===== src/rtl/core/two_band_biquad_equalizer_macros.svh =====
// ----------------------------------------------------------------------------
// Equaliser assertion macros
// Shared concurrent assertion forms for the equaliser RTL.
// ----------------------------------------------------------------------------
`ifndef TWO_BAND_BIQUAD_EQUALIZER_MACROS_SVH
`define TWO_BAND_BIQUAD_EQUALIZER_MACROS_SVH

// Same-cycle implication, checked out of reset
`define TBEQ_ASSERT_NOW(label, clk, rst_n, ante, cons) \
  label: assert property (@(posedge clk) disable iff (!rst_n) (ante) |-> (cons)) \
    else $error("tbeq: same-cycle check failed");

// Next-cycle implication, checked out of reset
`define TBEQ_ASSERT_NEXT(label, clk, rst_n, ante, cons) \
  label: assert property (@(posedge clk) disable iff (!rst_n) (ante) |=> (cons)) \
    else $error("tbeq: next-cycle check failed");

`endif


===== src/rtl/core/tbeq_pkg.sv =====
// ----------------------------------------------------------------------------
// Equaliser package
// Widths, constants and types shared by the two-band equaliser modules.
// ----------------------------------------------------------------------------
package tbeq_pkg;

  // Sample and coefficient formats
  localparam int SAMPLE_WIDTH    = 16;
  localparam int COEF_WIDTH      = 16;
  localparam int FRAC_BITS       = 14;
  localparam int FF_TAPS         = 3;
  localparam int FB_TAPS         = 2;
  localparam int NUM_TAPS        = FF_TAPS + FB_TAPS;

  // Serial MAC widths: five coefficients sum in COEF_WIDTH+3 bits, the
  // running upper part of the product needs one more
  localparam int PSUM_WIDTH      = COEF_WIDTH + 3;
  localparam int HI_WIDTH        = COEF_WIDTH + 4;
  localparam int ACC_WIDTH       = SAMPLE_WIDTH + HI_WIDTH;
  localparam int YFULL_WIDTH     = ACC_WIDTH - FRAC_BITS;
  localparam int CNT_WIDTH       = $clog2(SAMPLE_WIDTH);

  // Configuration port
  localparam int FF_WIDTH        = FF_TAPS * COEF_WIDTH;
  localparam int FB_WIDTH        = FB_TAPS * COEF_WIDTH;
  localparam int CFG_DATA_WIDTH  = FF_WIDTH;
  localparam int CFG_INDEX_WIDTH = 2;

  localparam logic [FF_WIDTH-1:0] FF_RESET = FF_WIDTH'(1 << FRAC_BITS);
  localparam logic [FB_WIDTH-1:0] FB_RESET = '0;

  typedef logic signed [SAMPLE_WIDTH-1:0] sample_t;

  // Rounding and saturation limits
  localparam logic signed [ACC_WIDTH-1:0] ROUND_HALF = ACC_WIDTH'(1 << (FRAC_BITS - 1));
  localparam sample_t SAMPLE_MAX = {1'b0, {(SAMPLE_WIDTH-1){1'b1}}};
  localparam sample_t SAMPLE_MIN = {1'b1, {(SAMPLE_WIDTH-1){1'b0}}};
  localparam logic signed [YFULL_WIDTH-1:0] Y_MAX = YFULL_WIDTH'(SAMPLE_MAX);
  localparam logic signed [YFULL_WIDTH-1:0] Y_MIN = YFULL_WIDTH'(SAMPLE_MIN);

  // Coefficients, tap 0 in the low bits: b0, b1, b2, a1, a2
  typedef logic [NUM_TAPS-1:0][COEF_WIDTH-1:0] coef_vec_t;

  typedef struct packed {
    sample_t sample;
    logic    block_start;
  } in_item_t;

  typedef struct packed {
    sample_t filtered_sample;
    logic    clipped;
  } out_item_t;

  typedef struct packed {
    logic clear;
    logic step;
    logic last;
  } mac_ctrl_t;

  typedef enum logic [1:0] {
    ST_IDLE,
    ST_LOAD,
    ST_MAC,
    ST_ROUND
  } state_t;

  typedef enum logic {
    BAND_BASS,
    BAND_TREBLE
  } band_t;

  typedef enum logic [CFG_INDEX_WIDTH-1:0] {
    CFG_BASS_FF,
    CFG_BASS_FB,
    CFG_TREBLE_FF,
    CFG_TREBLE_FB
  } cfg_reg_t;

endpackage


===== src/rtl/core/two_band_biquad_equalizer.sv =====
// ----------------------------------------------------------------------------
// Two-band biquad equaliser
// Bass then treble direct form I biquad on 16-bit samples, Q2.14
// coefficients, round half up and saturate after each stage.
// ----------------------------------------------------------------------------
//  channel | direction | ports                              | item
//  --------+-----------+------------------------------------+-------------------
//  in      | input     | in_valid, in_ready, in_data        | sample, block_start
//  out     | output    | out_valid, out_ready, out_data     | filtered, clipped
//  cfg     | input     | cfg_valid, cfg_ready, cfg_index/data | register write
//
//  An item passes through the bass stage and then the treble stage before the
//  next accept: each stage is one load, SAMPLE_WIDTH serial MAC steps and one
//  round/saturate step through the single shared bit-serial MAC.
//  Reset restores the coefficient reset values and zeroes all history.
//  A finished item waits in the output register; the next item is accepted
//  meanwhile and only stalls at its final round cycle while out is full.
//  in_ready and cfg_ready are low in reset; cfg_ready is high otherwise.
// ----------------------------------------------------------------------------
`include "two_band_biquad_equalizer_macros.svh"

module two_band_biquad_equalizer
  import tbeq_pkg::*;
(
  input  logic                       clk,
  input  logic                       rst_n,
  input  logic                       in_valid,
  output logic                       in_ready,
  input  in_item_t                   in_data,
  output logic                       out_valid,
  input  logic                       out_ready,
  output out_item_t                  out_data,
  input  logic                       cfg_valid,
  output logic                       cfg_ready,
  input  logic [CFG_INDEX_WIDTH-1:0] cfg_index,
  input  logic [CFG_DATA_WIDTH-1:0]  cfg_data
);

  state_t state_r, state_nxt;
  band_t  band_r;
  logic [CNT_WIDTH-1:0] cnt_r;

  logic [FF_WIDTH-1:0] bass_ff_r, treble_ff_r;
  logic [FB_WIDTH-1:0] bass_fb_r, treble_fb_r;

  sample_t x_r;
  sample_t bass_xh0_r, bass_xh1_r, bass_yh0_r, bass_yh1_r;
  sample_t treble_xh0_r, treble_xh1_r, treble_yh0_r, treble_yh1_r;
  logic [SAMPLE_WIDTH-1:0] op_r [NUM_TAPS];
  logic clip_r;

  logic      out_valid_r;
  out_item_t out_item_r;

  logic      in_fire, out_fire, cnt_last, commit, treble_commit;
  mac_ctrl_t mac_ctrl;
  logic [NUM_TAPS-1:0] tap_bits;
  coef_vec_t coefs;

  logic signed [ACC_WIDTH-1:0]   acc, acc_rnd;
  logic signed [YFULL_WIDTH-1:0] y_full;
  logic    sat_hi, sat_lo;
  sample_t y_sat;

  assign in_fire       = in_valid && in_ready;
  assign out_fire      = out_valid_r && out_ready;
  assign cnt_last      = (cnt_r == CNT_WIDTH'(SAMPLE_WIDTH - 1));
  assign treble_commit = commit && (band_r == BAND_TREBLE);
  assign cfg_ready     = rst_n;
  assign out_valid     = out_valid_r;
  assign out_data      = out_item_r;

  // Next state
  always_comb begin
    state_nxt = state_r;
    unique case (state_r)
      ST_IDLE:  if (in_fire) state_nxt = ST_LOAD;
      ST_LOAD:  state_nxt = ST_MAC;
      ST_MAC:   if (cnt_last) state_nxt = ST_ROUND;
      ST_ROUND: begin
        if (commit) begin
          state_nxt = (band_r == BAND_BASS) ? ST_LOAD : ST_IDLE;
        end
      end
    endcase
  end

  // Outputs of the sequencer
  always_comb begin
    in_ready       = 1'b0;
    mac_ctrl.clear = 1'b0;
    mac_ctrl.step  = 1'b0;
    mac_ctrl.last  = cnt_last;
    commit         = 1'b0;
    unique case (state_r)
      ST_IDLE:  in_ready = rst_n;
      ST_LOAD:  mac_ctrl.clear = 1'b1;
      ST_MAC:   mac_ctrl.step = 1'b1;
      ST_ROUND: commit = (band_r == BAND_BASS) || !out_valid_r || out_ready;
    endcase
  end

  always_ff @(posedge clk) begin
    if (!rst_n) begin
      state_r <= ST_IDLE;
    end else begin
      state_r <= state_nxt;
    end
  end

  // Band select and bit counter
  always_ff @(posedge clk) begin
    if (!rst_n) begin
      band_r <= BAND_BASS;
      cnt_r  <= '0;
    end else begin
      if (in_fire) begin
        band_r <= BAND_BASS;
      end else if (commit && band_r == BAND_BASS) begin
        band_r <= BAND_TREBLE;
      end
      if (mac_ctrl.clear) begin
        cnt_r <= '0;
      end else if (mac_ctrl.step) begin
        cnt_r <= cnt_r + 1'b1;
      end
    end
  end

  // Coefficient registers
  always_ff @(posedge clk) begin
    if (!rst_n) begin
      bass_ff_r   <= FF_RESET;
      bass_fb_r   <= FB_RESET;
      treble_ff_r <= FF_RESET;
      treble_fb_r <= FB_RESET;
    end else if (cfg_valid && cfg_ready) begin
      unique case (cfg_reg_t'(cfg_index))
        CFG_BASS_FF:   bass_ff_r   <= cfg_data;
        CFG_BASS_FB:   bass_fb_r   <= cfg_data[FB_WIDTH-1:0];
        CFG_TREBLE_FF: treble_ff_r <= cfg_data;
        CFG_TREBLE_FB: treble_fb_r <= cfg_data[FB_WIDTH-1:0];
      endcase
    end
  end

  // Operand shift registers: loaded per stage, rotated LSB first
  always_ff @(posedge clk) begin
    if (mac_ctrl.clear) begin
      op_r[0] <= x_r;
      op_r[1] <= (band_r == BAND_BASS) ? bass_xh0_r : treble_xh0_r;
      op_r[2] <= (band_r == BAND_BASS) ? bass_xh1_r : treble_xh1_r;
      op_r[3] <= (band_r == BAND_BASS) ? bass_yh0_r : treble_yh0_r;
      op_r[4] <= (band_r == BAND_BASS) ? bass_yh1_r : treble_yh1_r;
    end else if (mac_ctrl.step) begin
      for (int k = 0; k < NUM_TAPS; k++) begin
        op_r[k] <= {op_r[k][0], op_r[k][SAMPLE_WIDTH-1:1]};
      end
    end
  end

  always_comb begin
    for (int k = 0; k < NUM_TAPS; k++) begin
      tap_bits[k] = op_r[k][0];
    end
    coefs = (band_r == BAND_BASS) ? coef_vec_t'({bass_fb_r, bass_ff_r})
                                  : coef_vec_t'({treble_fb_r, treble_ff_r});
  end

  tbeq_mac u_mac (
    .clk      (clk),
    .rst_n    (rst_n),
    .ctrl     (mac_ctrl),
    .tap_bits (tap_bits),
    .coefs    (coefs),
    .acc      (acc)
  );

  // Round half up, drop fraction, saturate
  always_comb begin
    acc_rnd = acc + ROUND_HALF;
    y_full  = acc_rnd[ACC_WIDTH-1:FRAC_BITS];
    sat_hi  = (y_full > Y_MAX);
    sat_lo  = (y_full < Y_MIN);
    if (sat_hi) begin
      y_sat = SAMPLE_MAX;
    end else if (sat_lo) begin
      y_sat = SAMPLE_MIN;
    end else begin
      y_sat = y_full[SAMPLE_WIDTH-1:0];
    end
  end

  // Stage input and clip flag
  always_ff @(posedge clk) begin
    if (in_fire) begin
      x_r    <= in_data.sample;
      clip_r <= 1'b0;
    end else if (commit && band_r == BAND_BASS) begin
      x_r    <= y_sat;
      clip_r <= clip_r | sat_hi | sat_lo;
    end
  end

  // Filter history
  always_ff @(posedge clk) begin
    if (!rst_n || (in_fire && in_data.block_start)) begin
      bass_xh0_r   <= '0;
      bass_xh1_r   <= '0;
      bass_yh0_r   <= '0;
      bass_yh1_r   <= '0;
      treble_xh0_r <= '0;
      treble_xh1_r <= '0;
      treble_yh0_r <= '0;
      treble_yh1_r <= '0;
    end else if (commit) begin
      if (band_r == BAND_BASS) begin
        bass_xh1_r <= bass_xh0_r;
        bass_xh0_r <= x_r;
        bass_yh1_r <= bass_yh0_r;
        bass_yh0_r <= y_sat;
      end else begin
        treble_xh1_r <= treble_xh0_r;
        treble_xh0_r <= x_r;
        treble_yh1_r <= treble_yh0_r;
        treble_yh0_r <= y_sat;
      end
    end
  end

  // Output register
  always_ff @(posedge clk) begin
    if (!rst_n) begin
      out_valid_r <= 1'b0;
    end else if (treble_commit) begin
      out_valid_r <= 1'b1;
    end else if (out_fire) begin
      out_valid_r <= 1'b0;
    end
  end

  always_ff @(posedge clk) begin
    if (treble_commit) begin
      out_item_r.filtered_sample <= y_sat;
      out_item_r.clipped         <= clip_r | sat_hi | sat_lo;
    end
  end

  `TBEQ_ASSERT_NEXT(a_accept_loads, clk, rst_n, in_fire, state_r == ST_LOAD && band_r == BAND_BASS)
  `TBEQ_ASSERT_NEXT(a_last_rounds, clk, rst_n, state_r == ST_MAC && cnt_last, state_r == ST_ROUND)
  `TBEQ_ASSERT_NEXT(a_treble_emits, clk, rst_n, treble_commit, out_valid_r && state_r == ST_IDLE)

endmodule


===== src/rtl/core/tbeq_mac.sv =====
// ----------------------------------------------------------------------------
// Equaliser serial MAC
// Bit-serial five-tap multiply-accumulate, one operand bit per tap a cycle,
// LSB first; the sign bit is weighted negatively on the last step.
// ----------------------------------------------------------------------------
`include "two_band_biquad_equalizer_macros.svh"

module tbeq_mac
  import tbeq_pkg::*;
(
  input  logic                        clk,
  input  logic                        rst_n,
  input  mac_ctrl_t                   ctrl,
  input  logic [NUM_TAPS-1:0]         tap_bits,
  input  coef_vec_t                   coefs,
  output logic signed [ACC_WIDTH-1:0] acc
);

  logic signed [HI_WIDTH-1:0]   hi_r, hi_nxt;
  logic [SAMPLE_WIDTH-1:0]      lo_r, lo_nxt;
  logic signed [PSUM_WIDTH-1:0] psum;
  logic signed [PSUM_WIDTH-1:0] term;
  logic signed [HI_WIDTH:0]     t_sum;

  // Sum of the coefficients whose operand bit is set
  always_comb begin
    psum = '0;
    for (int k = 0; k < NUM_TAPS; k++) begin
      if (tap_bits[k]) begin
        psum = psum + PSUM_WIDTH'($signed(coefs[k]));
      end
    end
  end

  // Add at the current weight, then shift one bit out into the low word
  always_comb begin
    term   = ctrl.last ? -psum : psum;
    t_sum  = (HI_WIDTH+1)'(hi_r) + (HI_WIDTH+1)'(term);
    hi_nxt = t_sum[HI_WIDTH:1];
    lo_nxt = {t_sum[0], lo_r[SAMPLE_WIDTH-1:1]};
  end

  always_ff @(posedge clk) begin
    if (!rst_n) begin
      hi_r <= '0;
    end else if (ctrl.clear) begin
      hi_r <= '0;
    end else if (ctrl.step) begin
      hi_r <= hi_nxt;
    end
  end

  // Low word fills completely over one pass, no clear needed
  always_ff @(posedge clk) begin
    if (ctrl.step) begin
      lo_r <= lo_nxt;
    end
  end

  assign acc = {hi_r, lo_r};

  `TBEQ_ASSERT_NEXT(a_mac_clear, clk, rst_n, ctrl.clear, hi_r == '0)

endmodule


===== config.mk =====
export PLATFORM = sky130hd
export DESIGN_NAME = two_band_biquad_equalizer
export DESIGN_NICKNAME = d
export VERILOG_FILES = /design/src/rtl/core/tbeq_pkg.sv /design/src/rtl/core/two_band_biquad_equalizer.sv /design/src/rtl/core/tbeq_mac.sv
export VERILOG_INCLUDE_DIRS = /design/src /design/src/rtl/core
export SDC_FILE = /design/constraint.sdc
export NUM_CORES = 1
export LEC_CHECK = 0
export ABC_AREA = 0
export BUFFER_PORTS_ARGS = -buffer_cell sky130_fd_sc_hd__buf_4
export CAP_MARGIN = 25
export CORE_ASPECT_RATIO = 0.7
export CORE_MARGIN = 4
export CORE_UTILIZATION = 45
export CTS_CLUSTER_DIAMETER = 40
export DETAILED_ROUTE_END_ITERATION = 12
export PLACE_DENSITY = 0.63
export SYNTH_ARGS = -nofsm -noshare
export SYNTH_HDL_FRONTEND = slang
export SYNTH_SLANG_ARGS = --single-unit

===== constraint.sdc =====
create_clock -name clk -period 29.8 [get_ports clk]
set_clock_uncertainty 0.15 [all_clocks]
set_input_delay 8.94 -clock clk [delete_from_list [all_inputs] [get_ports clk]]
set_output_delay 8.94 -clock clk [all_outputs]
set_load 0.01 [all_outputs]

==> results of run 1 <==
## power breakdown
part / leakage (nW) / switching [mW] / internal [mW]
clock network: 0.851 / 0.261 / 0.381
logic: 5.43 / 0.467 / 0.251
registers: 3.67 / 0.0396 / 0.725
## sequential cells by signal (all words and copies together), names as in the netlist, 17 cells and up
name         flops
op_r            80
u_mac.hi_r      20
treble_ff_r     48
bass_ff_r       48
out_data        17
treble_fb_r     32
bass_fb_r       32
## layer usage
metal	GRT usage (%)	part of all wire [%]	wire (um)
met5	0	0	0
met4	5.16	1.7	1140
met3	3.12	6.2	4070
met2	32.7	42	27600
met1	34.9	50	33200
## per-stage QoR
step / utilization [%] / hold slack (ns) / instances
after floorplan: - / 0.284 / 2793
after global placement: 48.0 / 0.291 / 3434
after detailed placement: 48.0 / 0.296 / 3435
final: 51.4 / 0.303 / 3532
after global routing: 51.4 / 0.315 / 3532
after CTS: 51.4 / 0.304 / 3531
## cell usage after synthesis (6+ instances only)
library cell / n
o211ai_1: 8
or3_1: 22
xnor2_1: 61
a221oi_1: 6
nor3b_1: 7
ha_1: 104
nor2b_1: 22
o31ai_1: 12
clkbuf_1: 139
o21ai_0: 124
a31o_2: 6
o21a_1: 37
nor3_1: 32
and2_1: 11
and3_1: 17
a211oi_1: 50
buf_1: 15
nand3_1: 34
a41oi_1: 6
a31oi_1: 12
or2_2: 7
a21oi_1: 174
nand2_1: 673
mux2i_1: 103
xor2_1: 33
nor2_1: 170
edfxtp_1: 116
nand4_1: 10
dfxtp_1: 317
a21boi_0: 160
inv_1: 59
mux2_2: 89
nand2b_1: 21
a21o_1: 28
## cells by family (layout without fill, tap and decap cells)
logic type,after synthesis,in the layout,share of synthesized area [%]
flip-flops,433,433,41.1
AND/OR/NAND/NOR,1052,1052,18.6
XOR/XNOR,94,94,3.44
multiplexers,193,193,8.54
AO/OA/AOI/OAI,689,689,19.0
adder cells (fa/ha/maj),109,109,5.85
buffers and inverters,223,278,3.56
## cell type report
type	count	area, um^2
multi-input cells	2137	13300
repair buffers	121	908
flip-flops and latches	433	9830
clock inverters	29	328
well taps	684	856
clock buffers	67	1440
inverters	61	230
fillers	4828	25400
## path summary, 6_finish.rpt
check / startpoint / to / slack, ns
setup / recovery: rst_n / in_ready / 11.26
hold / removal: treble_yh1_r[13] / treble_yh1_r[13] / 0.30
setup reg to reg: band_r / u_mac.hi_r[18] / 18.50
hold reg to reg: treble_yh1_r[13] / treble_yh1_r[13] / 0.30
## tightest hold or removal path, delay by kind of cell (launching register included)
kind / cells / cell delay, ns
simple gates: 1 / 0.05
compound gates: 1 / 0.05
flops: 1 / 0.31
==> results.txt, run 1 <==
----------------------------------------------------
[Outcome]
  Status ... finished, final reports clean

[STA]
  Number of max-slew violations in the final report ... 0
  Tightest slew margin relative to the limit ... 33.1%
  Final Cycle Share ... 62.2%
  Total count of hold-check failures in the final report ... 0
  Final setup margin ... 11.26 ns
  Final critical-path required period ... 18.54 ns
  Maximum achievable frequency ... 0.0539 GHz
  Unrepaired setup endpoints after global routing ... no
  Worst-margin pin slew ... 1.00 ns
  Final number of setup-violating endpoints ... 0
  Final TNS setup ... 0 ns

[Placement]
  Worst slack after detailed placement ... 11.26 ns
  Number of I/O port buffers ... 91
  Global placement routability congestion ... 0.910
  Final HPWL from detailed placement ... 45.9 mm
  Cell area reported after detailed placement ... 25200 um^2

[Clock tree]
  H-Tree Depth ... 2
  Worst-path clk slew ... 0.06 ns
  Number of sinks driven by the clock tree ... 433
  Clock Path Buffers ... 3
  Resize count post-CTS ... 0
  Clock tree root buffer cell ... clkbuf_16
  Post-CTS Hold Buffers ... 0
  Number of buffers inserted during clock tree synthesis ... 52
  TritonCTS clock tree ... done
  Post-CTS setup buffer count ... 0
  Clk_lat worst skew ... 0.60 ns

[Floorplan]
  Width of the die ... 284 um
  Die outline height ... 201 um
  Die Area ... 57000 um^2
  Number of cell rows ... 70
  Initial Util ... 45.7%
  I/O pin count ... 92
  Core area ... 52400 um^2

[Synth]
  Sequential element share of the synthesized area ... 41.1%
  Proportion of netlist area held by the largest area contributor ... 26.5%
  Count of flip-flops with a built-in enable after synthesis ... 116
  Yosys warnings ... 0
  Mean instance size in the synthesized netlist ... 8.57 um^2
  Yosys cell types ... 84
  Syn Std Cell Area ... 23900 um^2
  Flip-flop and latch count after synthesis ... 433
  Largest area contributor in the synthesized netlist ... dfxtp_1
  Post-synthesis cell count ... 2793
  Top area cells in the synthesized netlist ... dfxtp_1, edfxtp_1, nand2_1
  Top_reg_cell synth ... dfxtp_1
  Proportion of synthesized flip-flops having asynchronous set or reset ... 0%
  Post-synth net total ... 2974

[Route]
  Count of antenna-violating nets left after detailed routing ... 0
  Number of iterations in the first detailed-routing pass ... 6
  Detailed router's first-iteration violation count ... 1784
  Final routed DRC violation total ... 0
  Via count ... 20000
  Vias per cell ... 5.66
  Overall routed net length ... 66.0 mm
  Average routed wire per standard cell ... 18.7 um

[GRT]
  Vias in the first global route ... 18600
  First-pass GRT wire length ... 104 mm
  Pin count of the biggest net entering global routing ... 91
  Initial antenna violation count ... 2
  Global route overflow ... 0
  Total global-route track usage ... 22.4%

[Power]
  Worst ir drop on vdd ... 0.0535 mV
  Power after layout ... 2.12 mW
  Leakage power ... 9.95 nW
  Power per standard cell area ... 78.9 nW/um^2

[Critical path]
  Depth of the most critical reg-to-reg path ... 38
  Nature of the critical path startpoint ... input pin
  Crit path cell chain ... buf_4 -> and2_1 -> buf_4
  Count of buffering cells on the critical path with inverters included ... 2
  Critical Setup Path Class ... in -> out
  Master of the slowest instance on the critical path ... and2_1
  Arrival time of data at the critical path endpoint ... 9.45 ns
  Most prevalent standard cell on the critical path ... buf_4
  Largest stage delay, worst path ... 0.20 ns
  Type of destination of the critical path ... output pin
  Maximum net fanout on the critical path ... 7
  Required time of the critical path ... 20.71 ns
  Top cell family by delay on the critical path ... buffers and inverters
  Worst path depth ... 3

[Worst hold path]
  Path type of the worst min-delay path ... reg -> reg
  Hold Path Stages ... 2

[Finish]
  Cell area after layout ... 26900 um^2
  Fraction of layout instances using a drive strength above 1 ... 11.8%
  Most common library cell in the layout ignoring fill and taps ... nand2_1
  Antenna diode instance count ... 0
  Area delta synth->final ... 12.5%
  Most frequent cells in the layout ... nand2_1, dfxtp_1, a21oi_1, nor2_1, a21boi_0
  Number of nets in the layout ... 2987

[Job]
  Number of max-cap violations ... 0

----------------------------------------------------
Note: power is estimated with default switching activity, not from simulation.
==> run 2: changes to the inputs <==
==> constraint.sdc (replaced) <==
create_clock -name clk -period 18.46 [get_ports clk]
set_clock_uncertainty 0.15 [all_clocks]
set_input_delay 5.538 -clock clk [delete_from_list [all_inputs] [get_ports clk]]
set_output_delay 5.538 -clock clk [all_outputs]
set_load 0.01 [all_outputs]
==> run 2 against run 1 <==
Worst setup slack got worse by 4.6 ns; non-clock buffer count increased by 1; sequential share of layout area about the same; combinational power increased by 63%; cell area about the same; global-route usage increased by 0.35 points.
==> results.txt, run 2 (synthesized netlist as in run 1, its figures left out) <==
----------------------------------------------------
[Critical path]
  Arrival time of data at the critical path endpoint ... 6.07 ns
  Required time of the critical path ... 12.77 ns
  Master of the slowest instance on the critical path ... and2_1
  Maximum net fanout on the critical path ... 12
  Depth of the most critical reg-to-reg path ... 36
  Crit path cell chain ... buf_4 -> and2_1 -> buf_4
  Nature of the critical path startpoint ... input pin
  Critical Setup Path Class ... in -> out
  Most prevalent standard cell on the critical path ... buf_4
  Largest stage delay, worst path ... 0.20 ns
  Type of destination of the critical path ... output pin

[Floorplan]
  Number of cell rows ... 70
  Width of the die ... 284 um
  I/O pin count ... 92
  Core area ... 52400 um^2
  Die Area ... 57000 um^2
  Die outline height ... 201 um
  Initial Util ... 45.7%

[Clock tree]
  Post-CTS Hold Buffers ... 0
  Clock Path Buffers ... 3
  Resize count post-CTS ... 0
  Number of sinks driven by the clock tree ... 433
  Clock tree root buffer cell ... clkbuf_16
  Worst-path clk slew ... 0.06 ns
  Number of buffers inserted during clock tree synthesis ... 51
  H-Tree Depth ... 2
  Post-CTS setup buffer count ... 0
  TritonCTS clock tree ... done
  Clk_lat worst skew ... 0.60 ns

[Finish]
  Register with the most flip-flops ... op_r
  Cell area after layout ... 26900 um^2
  Count of fill cells added during filler insertion ... 4888
  Fraction of layout instances using a drive strength above 1 ... 11.8%
  Most frequent cells in the layout ... nand2_1, dfxtp_1, a21oi_1, nor2_1, a21boi_0
  Register area ... 9830 um^2
  Antenna diode instance count ... 0
  Final core occ ... 51.4%
  Number of nets in the layout ... 2987
  Flip-flop count of the largest register after layout ... 80
  Most common library cell in the layout ignoring fill and taps ... nand2_1
  Top Registers ... op_r x80, bass_ff_r x48, treble_ff_r x48
  Area used by multi-input combinational logic ... 13300 um^2
  Area delta synth->final ... 12.4%

[STA]
  Final Cycle Share ... 63.7%
  Maximum achievable frequency ... 0.0850 GHz
  Unrepaired setup endpoints after global routing ... no
  Final setup margin ... 6.70 ns
  Number of max-slew violations in the final report ... 0
  Total count of hold-check failures in the final report ... 0
  Worst-margin pin slew ... 1.03 ns
  Final number of setup-violating endpoints ... 0
  Final TNS setup ... 0 ns
  Final critical-path required period ... 11.76 ns
  Tightest slew margin relative to the limit ... 31.1%

[GRT]
  Pin count of the biggest net entering global routing ... 100
  Total global-route track usage ... 22.8%
  Vias in the first global route ... 18900
  First-pass GRT wire length ... 105 mm
  Initial antenna violation count ... 2
  Global route overflow ... 0

[Job]
  Number of max-cap violations ... 0

[Power]
  Leakage power ... 9.94 nW
  Power per standard cell area ... 127 nW/um^2
  Worst ir drop on vdd ... 0.0858 mV

[Placement]
  Global placement routability congestion ... 0.926
  Worst slack after detailed placement ... 6.70 ns
  Cell area reported after detailed placement ... 25200 um^2
  Final HPWL from detailed placement ... 46.6 mm
  Number of I/O port buffers ... 91

[Outcome]
  Status ... finished, final reports clean

[Route]
  Overall routed net length ... 66.8 mm
  Detailed router's first-iteration violation count ... 1689
  Final routed DRC violation total ... 0
  Count of antenna-violating nets left after detailed routing ... 0
  Number of iterations in the first detailed-routing pass ... 6
  Average routed wire per standard cell ... 18.9 um
  Vias per cell ... 5.66
  Via count ... 20000

[Worst hold path]
  Hold Path Stages ... 2
  Path type of the worst min-delay path ... reg -> reg

----------------------------------------------------
## run 2: through the flow
step,hold slack [ns],instances,total power [mW]
global placement,0.291,3434,2.37
finish,0.303,3533,3.42
detailed placement,0.296,3434,2.40
global route,0.326,3533,3.60
CTS,0.304,3530,3.41
floorplan,0.284,2793,2.05
## run 2: cell type report
type	count	area share [%]
inverter	61	0.855
timing repair buffer	122	3.55
sequential	433	36.5
clock buffer	68	5.36
multi-input combinational	2137	49.6
clock inverter	28	0.967
tap	684	3.18
## run 2: critical path, delay by kind of cell
family | cells | cell delay (ns)
buf+inv | 2 | 0.33
simple gates | 1 | 0.20
## run 2: per-layer routing
layer / GRT usage (%) / wire, um / vias to the layer above
met1: 34.0 / 33000 / 9567
li1: - / - / 9810
met3: 4.11 / 4300 / 90
met2: 33.9 / 28100 / 523
met4: 5.85 / 1420 / 0
met5: 0 / 0 / -
## run 2: path summary, 6_finish.rpt
check	end	slack [ns]	start
setup reg to reg	u_mac.hi_r[18]	7.64	band_r
setup / recovery	in_ready	6.70	rst_n
hold / removal	bass_yh1_r[15]	0.30	bass_yh1_r[15]
hold reg to reg	bass_yh1_r[15]	0.30	bass_yh1_r[15]
## run 2: power breakdown
group	leakage, nW	internal (mW)	switching [mW]
clock	0.821	0.586	0.417
sequential	3.67	1.17	0.0696
combinational	5.45	0.414	0.760
